<file path="src/design/spa_pkg.sv">
// ---------------------------------------------------------------------------
// spa_pkg
// types and constants of the sprite attribute pixel mapper
// ---------------------------------------------------------------------------
package spa_pkg;

    // transaction command codes
    typedef enum logic [1:0] {
        CMD_WRITE = 2'd0,
        CMD_READ  = 2'd1,
        CMD_QUERY = 2'd2
    } cmd_t;

    // register byte map
    localparam int REG_COUNT = 8;
    localparam logic [2:0] REG_TILE0   = 3'd0;
    localparam logic [2:0] REG_TILE1   = 3'd1;
    localparam logic [2:0] REG_XPOS_LO = 3'd2;
    localparam logic [2:0] REG_XPOS_HI = 3'd3;
    localparam logic [2:0] REG_YPOS_LO = 3'd4;
    localparam logic [2:0] REG_YPOS_HI = 3'd5;
    localparam logic [2:0] REG_ATTR    = 3'd6;
    localparam logic [2:0] REG_CTRL    = 3'd7;

    // control byte bits
    localparam int CTRL_TWO_TILES = 0;
    localparam int CTRL_HORIZ     = 1;
    localparam int CTRL_SCALE_X   = 2;
    localparam int CTRL_SCALE_Y   = 3;
    localparam int CTRL_PRIO_LO   = 4;
    localparam int CTRL_ENABLE    = 7;

    // per-tile attribute nibble bits
    localparam int ATTR_VFLIP = 2;
    localparam int ATTR_HFLIP = 3;

    // rotation codes
    localparam logic [1:0] ROT_NONE    = 2'd0;
    localparam logic [1:0] ROT_QUARTER = 2'd1;
    localparam logic [1:0] ROT_THREEQ  = 2'd2;
    localparam logic [1:0] ROT_HALF    = 2'd3;

    typedef logic [REG_COUNT-1:0][7:0] reg_file_t;

    // pixel query result
    typedef struct packed {
        logic       hit;
        logic [7:0] tile_number;
        logic [3:0] texel_x;
        logic [3:0] texel_y;
        logic [1:0] layer_priority;
    } map_result_t;

endpackage

</file>
<file path="src/design/sprite_attribute_pixel_mapper.sv">
// ---------------------------------------------------------------------------
// sprite_attribute_pixel_mapper
// eight-byte sprite register file with a screen-to-texel pixel mapper
// ---------------------------------------------------------------------------
// Usage: one input channel (in_valid / in_stall) carries a command with its
// register address, write byte and screen coordinate; one output channel
// (out_valid / out_stall) returns exactly one result transaction per input.
// Write stores a register byte and returns zeros, read returns the byte,
// a pixel query returns hit, tile index, source texel and priority bits.
// An accepted transaction moves from the input register on to the result
// register, which raises out_valid, whenever the result register is free
// or being taken. Throughput: one transaction per cycle while the receiver
// does not stall, limited by the single mapper pass between the two
// registers; a write is seen by the very next transaction.
// Reset clears all eight register bytes and both valid flags.
// When the receiver stalls, the result holds; the input register keeps one
// more transaction, after which in_stall rises until the output drains.
// ---------------------------------------------------------------------------
module sprite_attribute_pixel_mapper
    import spa_pkg::*;
#(
    parameter int TILE_EDGE = 16
)
(
    input  logic        clk,
    input  logic        rst_n,
    input  logic        in_valid,
    output logic        in_stall,
    input  logic [1:0]  command,
    input  logic [2:0]  reg_address,
    input  logic [7:0]  write_data,
    input  logic [15:0] screen_x,
    input  logic [15:0] screen_y,
    output logic        out_valid,
    input  logic        out_stall,
    output logic [7:0]  read_data,
    output logic        hit,
    output logic [7:0]  tile_number,
    output logic [3:0]  texel_x,
    output logic [3:0]  texel_y,
    output logic [1:0]  layer_priority
);

    logic        s1_valid_reg;
    logic        s1_valid_next;
    logic [1:0]  s1_command_reg;
    logic [2:0]  s1_address_reg;
    logic [7:0]  s1_data_reg;
    logic [15:0] s1_x_reg;
    logic [15:0] s1_y_reg;
    reg_file_t   regs_reg;
    reg_file_t   regs_next;
    logic        out_valid_reg;
    logic        out_valid_next;
    map_result_t result_reg;
    map_result_t result_next;
    logic [7:0]  read_data_reg;
    logic [7:0]  read_data_next;
    logic        advance;
    logic        in_take;
    map_result_t query;

    // stage 1 moves on when the result register is free or being taken
    assign advance  = !out_valid_reg || !out_stall;
    assign in_stall = s1_valid_reg && !advance;
    assign in_take  = in_valid && !in_stall;

    // pixel mapping on the registered coordinate
    spa_mapper #(
        .TILE_EDGE (TILE_EDGE)
    ) u_spa_mapper (
        .sprite_regs (regs_reg),
        .screen_x    (s1_x_reg),
        .screen_y    (s1_y_reg),
        .result      (query)
    );

    // command decode, register write and result selection
    always_comb
    begin
        regs_next      = regs_reg;
        result_next    = '0;
        read_data_next = 8'd0;
        unique case (cmd_t'(s1_command_reg))
            CMD_WRITE:
            begin
                if (s1_valid_reg && advance)
                begin
                    regs_next[s1_address_reg] = s1_data_reg;
                end
            end
            CMD_READ:
            begin
                read_data_next = regs_reg[s1_address_reg];
            end
            CMD_QUERY:
            begin
                result_next = query;
            end
            default:
            begin
                result_next = '0;
            end
        endcase
    end

    // valid flags, an empty input register fills even while the output stalls
    always_comb
    begin
        s1_valid_next  = s1_valid_reg && !advance;
        out_valid_next = out_valid_reg;
        if (in_take)
        begin
            s1_valid_next = 1'b1;
        end
        if (advance)
        begin
            out_valid_next = s1_valid_reg;
        end
    end

    // control state and register file
    always_ff @(posedge clk or negedge rst_n)
    begin
        if (!rst_n)
        begin
            s1_valid_reg  <= 1'b0;
            out_valid_reg <= 1'b0;
            regs_reg      <= '0;
        end
        else
        begin
            s1_valid_reg  <= s1_valid_next;
            out_valid_reg <= out_valid_next;
            regs_reg      <= regs_next;
        end
    end

    // input register payload
    always_ff @(posedge clk)
    begin
        if (in_take)
        begin
            s1_command_reg <= command;
            s1_address_reg <= reg_address;
            s1_data_reg    <= write_data;
            s1_x_reg       <= screen_x;
            s1_y_reg       <= screen_y;
        end
    end

    // result register payload
    always_ff @(posedge clk)
    begin
        if (advance && s1_valid_reg)
        begin
            result_reg    <= result_next;
            read_data_reg <= read_data_next;
        end
    end

    assign out_valid      = out_valid_reg;
    assign read_data      = read_data_reg;
    assign hit            = result_reg.hit;
    assign tile_number    = result_reg.tile_number;
    assign texel_x        = result_reg.texel_x;
    assign texel_y        = result_reg.texel_y;
    assign layer_priority = result_reg.layer_priority;

endmodule

</file>
<file path="src/design/spa_mapper.sv">
// ---------------------------------------------------------------------------
// spa_mapper
// maps a screen coordinate to tile index and source texel of the sprite
// ---------------------------------------------------------------------------
module spa_mapper
    import spa_pkg::*;
#(
    parameter int TILE_EDGE = 16
)
(
    input  reg_file_t   sprite_regs,
    input  logic [15:0] screen_x,
    input  logic [15:0] screen_y,
    output map_result_t result
);

    localparam int CW = $clog2(TILE_EDGE);
    localparam int TW = (CW > 4) ? CW : 4;
    localparam logic [15:0] EDGE  = 16'(TILE_EDGE);
    localparam logic [15:0] EDGE2 = 16'(2 * TILE_EDGE);
    localparam logic [TW-1:0] LAST = TW'(TILE_EDGE - 1);

    logic [7:0]    ctrl;
    logic [15:0]   pos_x;
    logic [15:0]   pos_y;
    logic [15:0]   diff_x;
    logic [15:0]   diff_y;
    logic [15:0]   dx;
    logic [15:0]   dy;
    logic [15:0]   lim_x;
    logic [15:0]   lim_y;
    logic [15:0]   ox;
    logic [15:0]   oy;
    logic          wide_x;
    logic          tall_y;
    logic          in_sprite;
    logic          tile_sel;
    logic [3:0]    attr;
    logic [TW-1:0] x;
    logic [TW-1:0] y;
    logic [TW-1:0] u;
    logic [TW-1:0] v;

    // sprite geometry from the register bytes
    assign ctrl   = sprite_regs[REG_CTRL];
    assign pos_x  = {sprite_regs[REG_XPOS_HI], sprite_regs[REG_XPOS_LO]};
    assign pos_y  = {sprite_regs[REG_YPOS_HI], sprite_regs[REG_YPOS_LO]};
    assign wide_x = ctrl[CTRL_TWO_TILES] & ctrl[CTRL_HORIZ];
    assign tall_y = ctrl[CTRL_TWO_TILES] & ~ctrl[CTRL_HORIZ];
    assign lim_x  = wide_x ? EDGE2 : EDGE;
    assign lim_y  = tall_y ? EDGE2 : EDGE;

    // offset into sprite space, halved on a scaled axis
    assign diff_x = screen_x - pos_x;
    assign diff_y = screen_y - pos_y;
    assign dx     = ctrl[CTRL_SCALE_X] ? {1'b0, diff_x[15:1]} : diff_x;
    assign dy     = ctrl[CTRL_SCALE_Y] ? {1'b0, diff_y[15:1]} : diff_y;

    assign in_sprite = ctrl[CTRL_ENABLE] && (screen_x >= pos_x) && (screen_y >= pos_y)
                       && (dx < lim_x) && (dy < lim_y);

    // second tile along the attach axis
    assign tile_sel = (wide_x && dx >= EDGE) || (tall_y && dy >= EDGE);
    assign ox       = (wide_x && dx >= EDGE) ? dx - EDGE : dx;
    assign oy       = (tall_y && dy >= EDGE) ? dy - EDGE : dy;
    assign attr     = tile_sel ? sprite_regs[REG_ATTR][7:4] : sprite_regs[REG_ATTR][3:0];

    // undo flips
    assign x = attr[ATTR_HFLIP] ? LAST - ox[TW-1:0] : ox[TW-1:0];
    assign y = attr[ATTR_VFLIP] ? LAST - oy[TW-1:0] : oy[TW-1:0];

    // undo rotation
    always_comb
    begin
        case (attr[1:0])
            ROT_QUARTER:
            begin
                u = LAST - y;
                v = x;
            end
            ROT_THREEQ:
            begin
                u = y;
                v = LAST - x;
            end
            ROT_HALF:
            begin
                u = LAST - x;
                v = LAST - y;
            end
            default:
            begin
                u = x;
                v = y;
            end
        endcase
    end

    // misses report only the priority bits
    always_comb
    begin
        result.layer_priority = ctrl[CTRL_PRIO_LO +: 2];
        result.hit            = in_sprite;
        result.tile_number    = 8'd0;
        result.texel_x        = 4'd0;
        result.texel_y        = 4'd0;
        if (in_sprite)
        begin
            result.tile_number = tile_sel ? sprite_regs[REG_TILE1] : sprite_regs[REG_TILE0];
            result.texel_x     = u[3:0];
            result.texel_y     = v[3:0];
        end
    end

endmodule

</file>
<file path="config.mk">
export PLATFORM = sky130hd
export DESIGN_NAME = sprite_attribute_pixel_mapper
export DESIGN_NICKNAME = d
export VERILOG_FILES = /design/src/design/spa_pkg.sv /design/src/design/sprite_attribute_pixel_mapper.sv /design/src/design/spa_mapper.sv
export SDC_FILE = /design/constraint.sdc
export NUM_CORES = 1
export LEC_CHECK = 0
export BUFFER_PORTS_ARGS = -buffer_cell sky130_fd_sc_hd__buf_2
export CELL_PAD_IN_SITES_DETAIL_PLACEMENT = 0
export CELL_PAD_IN_SITES_GLOBAL_PLACEMENT = 1
export CORE_ASPECT_RATIO = 0.8
export CORE_MARGIN = 2
export CORE_UTILIZATION = 30
export DETAILED_ROUTE_END_ITERATION = 6
export PLACE_DENSITY_LB_ADDON = 0.1
export SLEW_MARGIN = 0
export SYNTH_ARGS = -nofsm -noshare
export SYNTH_HDL_FRONTEND = slang
export SYNTH_SLANG_ARGS = --single-unit
</file>
<file path="constraint.sdc">
create_clock -name clk -period 8.91 [get_ports clk]
set_input_delay 0.4455 -clock clk [delete_from_list [all_inputs] [get_ports clk]]
set_output_delay 0.4455 -clock clk [all_outputs]
set_load 0.01 [all_outputs]
</file>
==> metrics, run 1 <==
Die Y=152 um; vias in the first global route=6482; met2 wire len=11400 um; CP max FO=17; Period minus WS final=4410 ps; setup repair bufs after CTS=0; async set-or-reset flop fraction in the synthesized netlist=47.8%; core area=27200 sq um; CP peak stage delay=610 ps; Critical Path End Type=flop; Resized cells post-CTS=0; synth top area cells=edfxtp_1 26%, dfrtp_1 20%, mux2_2 8.6%; post-route insts no fill=1198; cell mode on critical path=ha_1; Post-Synth Simple-Gate Area=11.2%; clock latency on the worst-skew pair=420 ps; CP Buf/Inv Count=1; via count=6252; CTS clk-pin slew, worst paths=60 ps; RSZ-0062 raised after global routing=false; compound-gate portion of the synthesized area=16.3%; Ys Warns=0; # Max-Cap Violations=0; Setup WS post-layout=4500 ps; Die X=190 um; Unique masters post-synth=73; average size of a mapped cell=11.0 sq um; Critical Path RT=9140 ps; area added between synthesis and finish=16.0%; post-route cell area=9590 sq um; first-pass GRT wire length=38700 um; Worst path depth=13; LEAKAGE=0.00392 uW; number of synthesized register bits=138; min-delay worst type=input port to flop; cell area power density=258 nW/um^2; io pins=78; DR WL met3=738 um; WL/cell=20.8 um; number of core rows=54; DP HPWL=18300 um; initial antenna violation count=0; max reg flops=64; Post-Place Cells=1165; status=finished clean; top sig layer=met4; Slew Viols, Final=0; Synth area leader=edfxtp_1; Antenna Violating Nets Remaining=0; setup TNS=0 ps; Setup Crit Path Kind=flop to flop; Seq/Total Area, Yosys=46.1%; first drt pass iteration count=6; Post-Syn Instances=752; grt ovf=0; Worst Reg-to-Reg Cells=13; Worst Hold Slack=194 ps; Primary FF master, synth=edfxtp_1; Die Area=28900 sq um; Worst EP arrival=4640 ps; pin count of the biggest net entering global routing=67; CP top delay family=compound AO/OA/AOI/OAI gates; hold path depth=1; detailed-route wire length=24900 um; Hold Buf Count CTS=0; mux cell area share after synthesis=14.2%; Placed Area=9020 sq um; crit-path cells=inv_1, ha_1, a21o_1, and2_1, or2_2, o311ai_0, o21ai_0, ha_1, nand3b_1, a211o_1, a2111oi_2, nand4_2, a211oi_1; Synth Net Count=837; total CTS buffers=17; Final setup viols=0; Post-Route M1 WL=12500 um; H-tree depth=4; Initial DRC Count=364; slowest CP cell=nand4_2; CTS Buffer Depth=2; NumNets Final=905; largest family of logic cells by synthesized area=compound AO/OA/AOI/OAI gates; Final Cycle Share=49.5%; Mapped Area=8270 sq um; DRC Markers=0; skew final=10.2 ps; clk sink count=138; Vias/cell=5.22; Max Freq=0.227 GHz; share of cells above drive strength 1=24.7%; worst slew margin relative to its limit=17.0%; Initial Util=30.4%; Post-Synth Adder-Cell Area=5.63%; Final Hold Fails=0; TritonCTS clock tree=built; RePlAce Congestion=0.829; Root Driver=clkbuf_16; startpoint types=flop; area share of the largest cell type after synthesis=26.2%; Least-Margin Pin Slew=1250 ps; GR Util All Layers=17.8%; number of synthesized flops with an enable pin=72; xor/xnor share of the synthesized area=2.86%; pre-CTS setup slack=4540 ps; I/O Buffers=77; Peak VDD IR=0.000151 V
==> layer usage <==
layer  track usage (%)  vias to the layer above
met3              3.09                       16
met5                 0                        -
met1              25.5                     3171
met2              28.1                      111
li1                  -                     2954
met4              3.77                        0
==> per-stage QoR <==
stage,utilization [%],power (uW)
detailed placement,33.2,1780
finish,35.3,2470
CTS,35.3,2500
global route,35.3,2640
floorplan,-,1510
global placement,33.2,1770
==> final cells by class <==
type	instances	area, sq um
Fill cell	2736	17600
Multi-Input combinational cell	535	4160
Sequential cell	138	3810
Tap cell	364	455
Clock buffer	21	440
Timing Repair Buffer	81	415
Inverter	47	176
Clock inverter	11	123
Antenna cell	1	2.50
==> cells by family (layout without fill, tap and decap cells) <==
| logic type | Yosys count | count (layout) |
|---|---|---|
| AO/OA/AOI/OAI | 192 | 192 |
| AND/OR/NAND/NOR | 183 | 183 |
| flip-flops | 138 | 138 |
| multiplexers | 97 | 97 |
| buffers and inverters | 79 | 160 |
| adder cells (fa/ha/maj) | 36 | 36 |
| XOR/XNOR | 27 | 27 |
| other | 0 | 1 |
==> cell usage in the layout (no fill, tap or decap), drive strengths merged, types with 25 or more instances in the layout <==
cell    count
nand2      42
o21ai      38
nand3      25
nor2       45
mux2       63
a21oi      55
buf        81
edfxtp     72
inv        48
ha         34
dfrtp      66
==> Yosys cell counts, drive strengths merged, types with 4 or more instances <==
cell type / instances
a2111oi: 5
a211oi: 8
a21o: 12
a21oi: 55
a311oi: 4
and2: 8
and3: 5
buf: 7
clkbuf: 25
dfrtp: 66
edfxtp: 72
ha: 34
inv: 47
mux2: 63
mux2i: 24
mux4: 10
nand2: 42
nand2b: 9
nand3: 25
nand3b: 4
nand4: 6
nor2: 45
nor2b: 9
nor3: 11
o211ai: 10
o21a: 16
o21ai: 38
o31ai: 5
or3: 6
xnor2: 15
xor2: 12
==> where the power goes <==
part / internal (uW) / leakage (uW) / switching [uW]
registers: 763 / 0.00155 / 116
clock network: 412 / 0.000265 / 285
logic: 376 / 0.00210 / 521
total: 1550 / 0.00392 / 922
==> worst paths after layout <==
kind / start / endpoint / slack, ps
worst max-delay path: regs_reg[20] / texel_y[3] / 4500
worst min-delay path: screen_x[13] / s1_x_reg[13] / 190
worst max register to register: regs_reg[20] / texel_y[3] / 4500
worst min register to register: s1_valid_reg / out_valid / 490
max in group asynchronous: rst_n / regs_reg[52] / 8070
min in group asynchronous: rst_n / s1_valid_reg / 230
No activity file was read; power rests on OpenSTA's default activity.
==> run 2: changes to the inputs <==
--- a/config.mk
+++ b/config.mk
@@ -5,6 +5,7 @@
 export SDC_FILE = /design/constraint.sdc
 export NUM_CORES = 1
 export LEC_CHECK = 0
+export ABC_AREA = 1
 export BUFFER_PORTS_ARGS = -buffer_cell sky130_fd_sc_hd__buf_2
 export CELL_PAD_IN_SITES_DETAIL_PLACEMENT = 0
 export CELL_PAD_IN_SITES_GLOBAL_PLACEMENT = 1
==> constraint.sdc (replaced) <==
create_clock -name clk -period 4.5 [get_ports clk]
set_input_delay 0.225 -clock clk [delete_from_list [all_inputs] [get_ports clk]]
set_output_delay 0.225 -clock clk [all_outputs]
set_load 0.01 [all_outputs]
==> run 2 against run 1 <==
Effect of this change:
- largest power group unchanged
- synthesized area about the same
- worst hold slack got worse by 140 ps
- largest cell class is now sequential cells
- critical endpoint is now tile_number[3]
- combinational power increased by 93%
- wire length increased by 4.7%
- first-iteration DRC count increased by 24%
==> metrics, run 2 <==
via count=7164; grt ovf=0; RSZ-0062 raised after global routing=false; Slew Viols, Final=0; LEAKAGE=0.00479 uW; NumNets Final=1269; TritonCTS clock tree=built; # Max-Cap Violations=0; synth top area cells=edfxtp_1 26%, dfrtp_1 20%, nand2_1 14%; Mapped Area=8270 sq um; vias in the first global route=6900; Setup Crit Path Kind=flop to flop; CP startpoint=regs_reg[16]; cell with the most instances after synthesis=nand2_1; Critical Path End Type=flop; max reg flops=64; mux cell area share after synthesis=0%; startpoint types=flop; Vias/cell=4.59; Synth Net Count=1132; worst slew margin relative to its limit=23.9%; first drt pass iteration count=5; Die X=190 um; Final Cycle Share=78.1%; Worst EP arrival=3790 ps; Critical Path RT=4780 ps; status=finished clean; async set-or-reset flop fraction in the synthesized netlist=47.8%; pin count of the biggest net entering global routing=54; clk sink count=138; Post-Synth Adder-Cell Area=5.63%; GR Util All Layers=18.6%; detailed-route wire length=26100 um; CP max FO=12; commonest non-fill, non-tap cell in the layout=nand2_1; Ys Warns=0; Primary FF master, synth=edfxtp_1; area added between synthesis and finish=23.1%; Max Freq=0.285 GHz; total CTS buffers=17; clock latency on the worst-skew pair=430 ps; xor/xnor share of the synthesized area=0.530%; DRC Markers=0; setup TNS=0 ps; average size of a mapped cell=7.90 sq um; number of synthesized register bits=138; Seq/Total Area, Yosys=46.1%; Initial DRC Count=453; io pins=78; RePlAce Congestion=0.804; largest family of logic cells by synthesized area=simple AND/OR/NAND/NOR gates; compound-gate portion of the synthesized area=10.4%; Period minus WS final=3510 ps; most frequent cells in the layout=310 x nand2_1, 166 x inv_1, 114 x nand3_1; CTS Buffer Depth=2; setup repair bufs after CTS=0; HP Start=out_stall; Post-Place Cells=1482; first-pass GRT wire length=40300 um; I/O Buffers=77; H-tree depth=4; CTS clk-pin slew, worst paths=60 ps; Post-Syn Instances=1047; cell area power density=477 nW/um^2; Peak VDD IR=0.000268 V; Post-Synth Simple-Gate Area=28.5%; number of core rows=54; share of cells above drive strength 1=14.0%; Root Driver=clkbuf_16; post-route insts no fill=1561; Final Hold Fails=0; Die Area=28900 sq um; Die Y=152 um; Antenna Violating Nets Remaining=0; Least-Margin Pin Slew=1140 ps; DP HPWL=20100 um; skew final=11.2 ps; WL/cell=16.7 um; core area=27200 sq um; Synth area leader=edfxtp_1; reg2reg start=regs_reg[16]; area share of the largest cell type after synthesis=26.2%; most instantiated cells after synthesis=310 x nand2_1, 167 x inv_1, 114 x nand3_1, 80 x o21ai_0, 72 x edfxtp_1; fillers=2838; number of synthesized flops with an enable pin=72; Unique masters post-synth=37; number of diodes=0; min-delay worst type=input port to flop; Initial Util=30.4%; Final setup viols=0; initial antenna violation count=0
run 2: what timing repair did:
item / 4_1_cts / 5_1_grt
hold buffers: 47 / 0
endpoints found under the hold margin: 59 / 0
gates resized for setup: 0 / 0
run 2: stage by stage:
step / total power (uW) / hold slack, ps / setup WS, ps / utilization [%] / instance area (sq um)
2_1_floorplan: 2880 / -70.6 / 1420 / - / 8270
5_1_grt: 5210 / 70.9 / 669 / 37.5 / 10200
6_report: 4850 / 51.7 / 985 / 37.5 / 10200
3_3_place_gp: 3380 / 146 / 1060 / 33.5 / 9090
3_5_place_dp: 3370 / 142 / 965 / 33.5 / 9090
4_1_cts: 4920 / 39.8 / 950 / 37.5 / 10200
run 2: layout make-up:
cell class | instances | area (sq um) | area share, %
multi-input cells | 721 | 3730 | 36.6
clock inverters | 14 | 171 | 1.68
clock buffers | 18 | 439 | 4.32
repair buffers | 132 | 916 | 9.00
inverters | 174 | 653 | 6.42
flip-flops and latches | 138 | 3810 | 37.5
well taps | 364 | 455 | 4.48
run 2: logic make-up after synthesis:
family                   count (synthesis)
flip-flops                             138
XOR/XNOR                                 5
buffers and inverters                  188
adder cells (fa/ha/maj)                 36
AND/OR/NAND/NOR                        535
AO/OA/AOI/OAI                          145
run 2: path summary, 6_finish.rpt:
path | slack, ps | depth (start not counted) | endpoint
setup / recovery | 990 | 20 | tile_number[3]
hold / removal | 50 | 3 | out_valid
setup reg to reg | 990 | 20 | tile_number[3]
hold reg to reg | 480 | 2 | regs_reg[5]
max in group asynchronous | 3200 | 3 | regs_reg[54]
min in group asynchronous | 230 | 2 | regs_reg[29]
run 2: report_power, final:
| part | switching (uW) | internal, uW | leakage, uW |
|---|---|---|---|
| clock network | 597 | 889 | 0.000293 |
| logic | 1140 | 589 | 0.00293 |
| registers | 133 | 1500 | 0.00156 |
run 2: worst max-delay path: stages, from the launching register on:
cell and delay, ps:
dfrtp_1 410, ha_1 220, fa_1 400, inv_1 90, nand2_1 50, nand2_1 90, nand3_1 100, nand2_1 90
nand2_1 70, nand2_1 60, nand2_1 50, nand2_1 90, inv_1 50, ha_1 160, or4_1 460, nor4_1 250
nand4_1 110, buf_4 220, inv_1 150, o21ai_0 100, a21oi_1 120
run 2: metal layers:
metal / GRT usage [%] / share of wire, % / up-vias
met5: 0 / 0 / -
met4: 3.65 / 0.59 / 0
met3: 3.18 / 2.6 / 8
met2: 27.9 / 43 / 108
met1: 28.1 / 53 / 3311
li1: - / - / 3737
==> run 3: changes to the inputs <==
==> constraint.sdc (replaced) <==
create_clock -name clk -period 3 [get_ports clk]
set_input_delay 0.15 -clock clk [delete_from_list [all_inputs] [get_ports clk]]
set_output_delay 0.15 -clock clk [all_outputs]
set_load 0.01 [all_outputs]
==> run 3 against run 2 <==
Effect of this change:
- the flow now finishes with violations (negative setup slack)
- critical path depth up 2
- clock skew down 1.2 ps
- power up 71%
- sequential power up 48%
- register-to-register slack worse by 1100 ps
- core utilization up 6.3 points
- combinational power up 110%
- sequential share of layout area down 5.4 points
- worst setup slack worse by 1100 ps
- clock power up 48%
- cell count up 9.4%
- die area unchanged
- largest power group unchanged
==> metrics, run 3 (same netlist as run 2, synthesis figures left out) <==
Setup Crit Path Kind=flop to flop; HP Start=screen_y[1]; pre-CTS setup slack=-299 ps; most frequent cells in the layout=275 x nand2_1, 159 x inv_1, 141 x buf_4; commonest non-fill, non-tap cell in the layout=nand2_1; switching share of power=37.8%; Final Power=8320 uW; core area=27200 sq um; Antenna Violating Nets Remaining=0; Die Area=28900 sq um; cell area power density=701 nW/um^2; total CTS buffers=17; io pins=78; Initial Util=30.4%; NumNets Final=1416; worst flop-to-flop path endpoint=texel_y[3]; DP HPWL=20800 um; Final Hold Fails=0; hold path depth=2; clk sink count=138; CTS clk-pin slew, worst paths=60 ps; DRC Markers=0; Peak VDD IR=0.000444 V; Clk pwr share=26.4%; vias in the first global route=7786; reg2reg start=regs_reg[16]; GR Util All Layers=19.7%; share of cells above drive strength 1=30.8%; Root Driver=clkbuf_16; failing checks=negative setup slack; number of core rows=54; Final setup viols=16; first-pass GRT wire length=43200 um; skew final=10.1 ps; WL/cell=15.9 um; Die Y=152 um; Worst Reg-to-Reg Cells=22; Slew Viols, Final=0; Worst Hold Slack=426 ps; Critical Path End Type=flop; Period minus WS final=3160 ps; Least-Margin Pin Slew=908 ps; Worst EP arrival=3340 ps; LEAKAGE=0.00564 uW; Die X=190 um; H-tree depth=4; I/O Buffers=77; share of power burned in registers=29.1%; Setup WS post-layout=-157 ps; Sw Pwr=3150 uW; RePlAce Congestion=0.863; startpoint types=flop; CP max FO=8; Gate power share=44.4%; TritonCTS clock tree=built; status=finished, violations left; # Max-Cap Violations=0; pin count of the biggest net entering global routing=67; clock latency on the worst-skew pair=430 ps; min-delay worst type=input port to flop; max reg flops=64; area added between synthesis and finish=43.7%; grt ovf=0; via count=7807; worst slew margin relative to its limit=39.5%; RSZ-0062 raised after global routing=true; Vias/cell=4.57; Max Freq=0.317 GHz; detailed-route wire length=27100 um; number of diodes=0; Final Cycle Share=105%; Int Power=5170 uW; reg2reg setup slack=-160 ps; CTS Buffer Depth=2; WHS Endpoint=s1_y_reg[1]; Critical Path RT=3180 ps; initial antenna violation count=0; Initial DRC Count=407; first drt pass iteration count=5
## run 3: critical path, cell delays in order, from the launching register on
cell and delay, ps:
dfrtp_1 410, ha_4 180, fa_2 380, inv_2 70
nand2_2 60, nand2_4 80, buf_6 100, nand2_4 40
buf_6 120, nand2_4 60, nand3_2 70, nand2_2 80
nand2_1 60, nor2_2 100, nand4_1 150, nand2_4 190
nand2_8 110, nand2_4 80, nand2_4 70, nor2_4 240
nand2_1 110, nand3_2 70, a21oi_2 60
## run 3: metal layers
layer	global-route usage (%)	wire length, um
met4	5.87	494
met5	0	0
met3	3.02	1040
met2	29.7	11700
met1	28.9	13900
## run 3: how the worst max path moves through the flow
stage | startpoint | end | slack (ps) | cells past startpoint
after floorplan | regs_reg[32] | tile_number[2] | 3 | 18
after global placement | regs_reg[32] | tile_number[1] | -240 | 20
after detailed placement | s1_x_reg[0] | tile_number[1] | -300 | 21
after CTS | regs_reg[16] | tile_number[1] | -200 | 20
after global routing | regs_reg[16] | texel_x[1] | -320 | 22
final | regs_reg[16] | texel_y[3] | -160 | 22
## run 3: area by class of cell
cell class | count | area, sq um
clock buffers | 18 | 439
clock inverters | 14 | 174
fillers | 2756 | 15300
inverters | 174 | 666
multi-input cells | 721 | 4250
flip-flops and latches | 138 | 3810
well taps | 364 | 455
repair buffers | 279 | 2080
## run 3: per-stage QoR
step / cell area (sq um) / cells / utilization [%] / TNS (ps)
final: 11900 / 1708 / 43.7 / -1870
after global routing: 11900 / 1708 / 43.7 / -4660
after CTS: 11500 / 1705 / 42.3 / -2860
after detailed placement: 10100 / 1609 / 37.0 / -4030
after global placement: 10100 / 1609 / 37.0 / -3280
after floorplan: 8270 / 1047 / - / 0
## run 3: power by group through the flow
stage	clock network (uW)	registers, uW	logic, uW
3_3_place_gp	0	2450	3210
4_1_cts	2260	2420	3430
3_5_place_dp	0	2450	3200
2_1_floorplan	0	2420	1900
6_report	2200	2430	3700
5_1_grt	2340	2450	4150
## run 3: what timing repair did
action                                  in CTS  in global routing
endpoints found under the setup margin      17                 17
setup buffers                               16                  5
pin swaps                                   22                 33
hold endpoints to repair                   113                  0
hold buffers                                48                  0
resized for setup                           52                 91
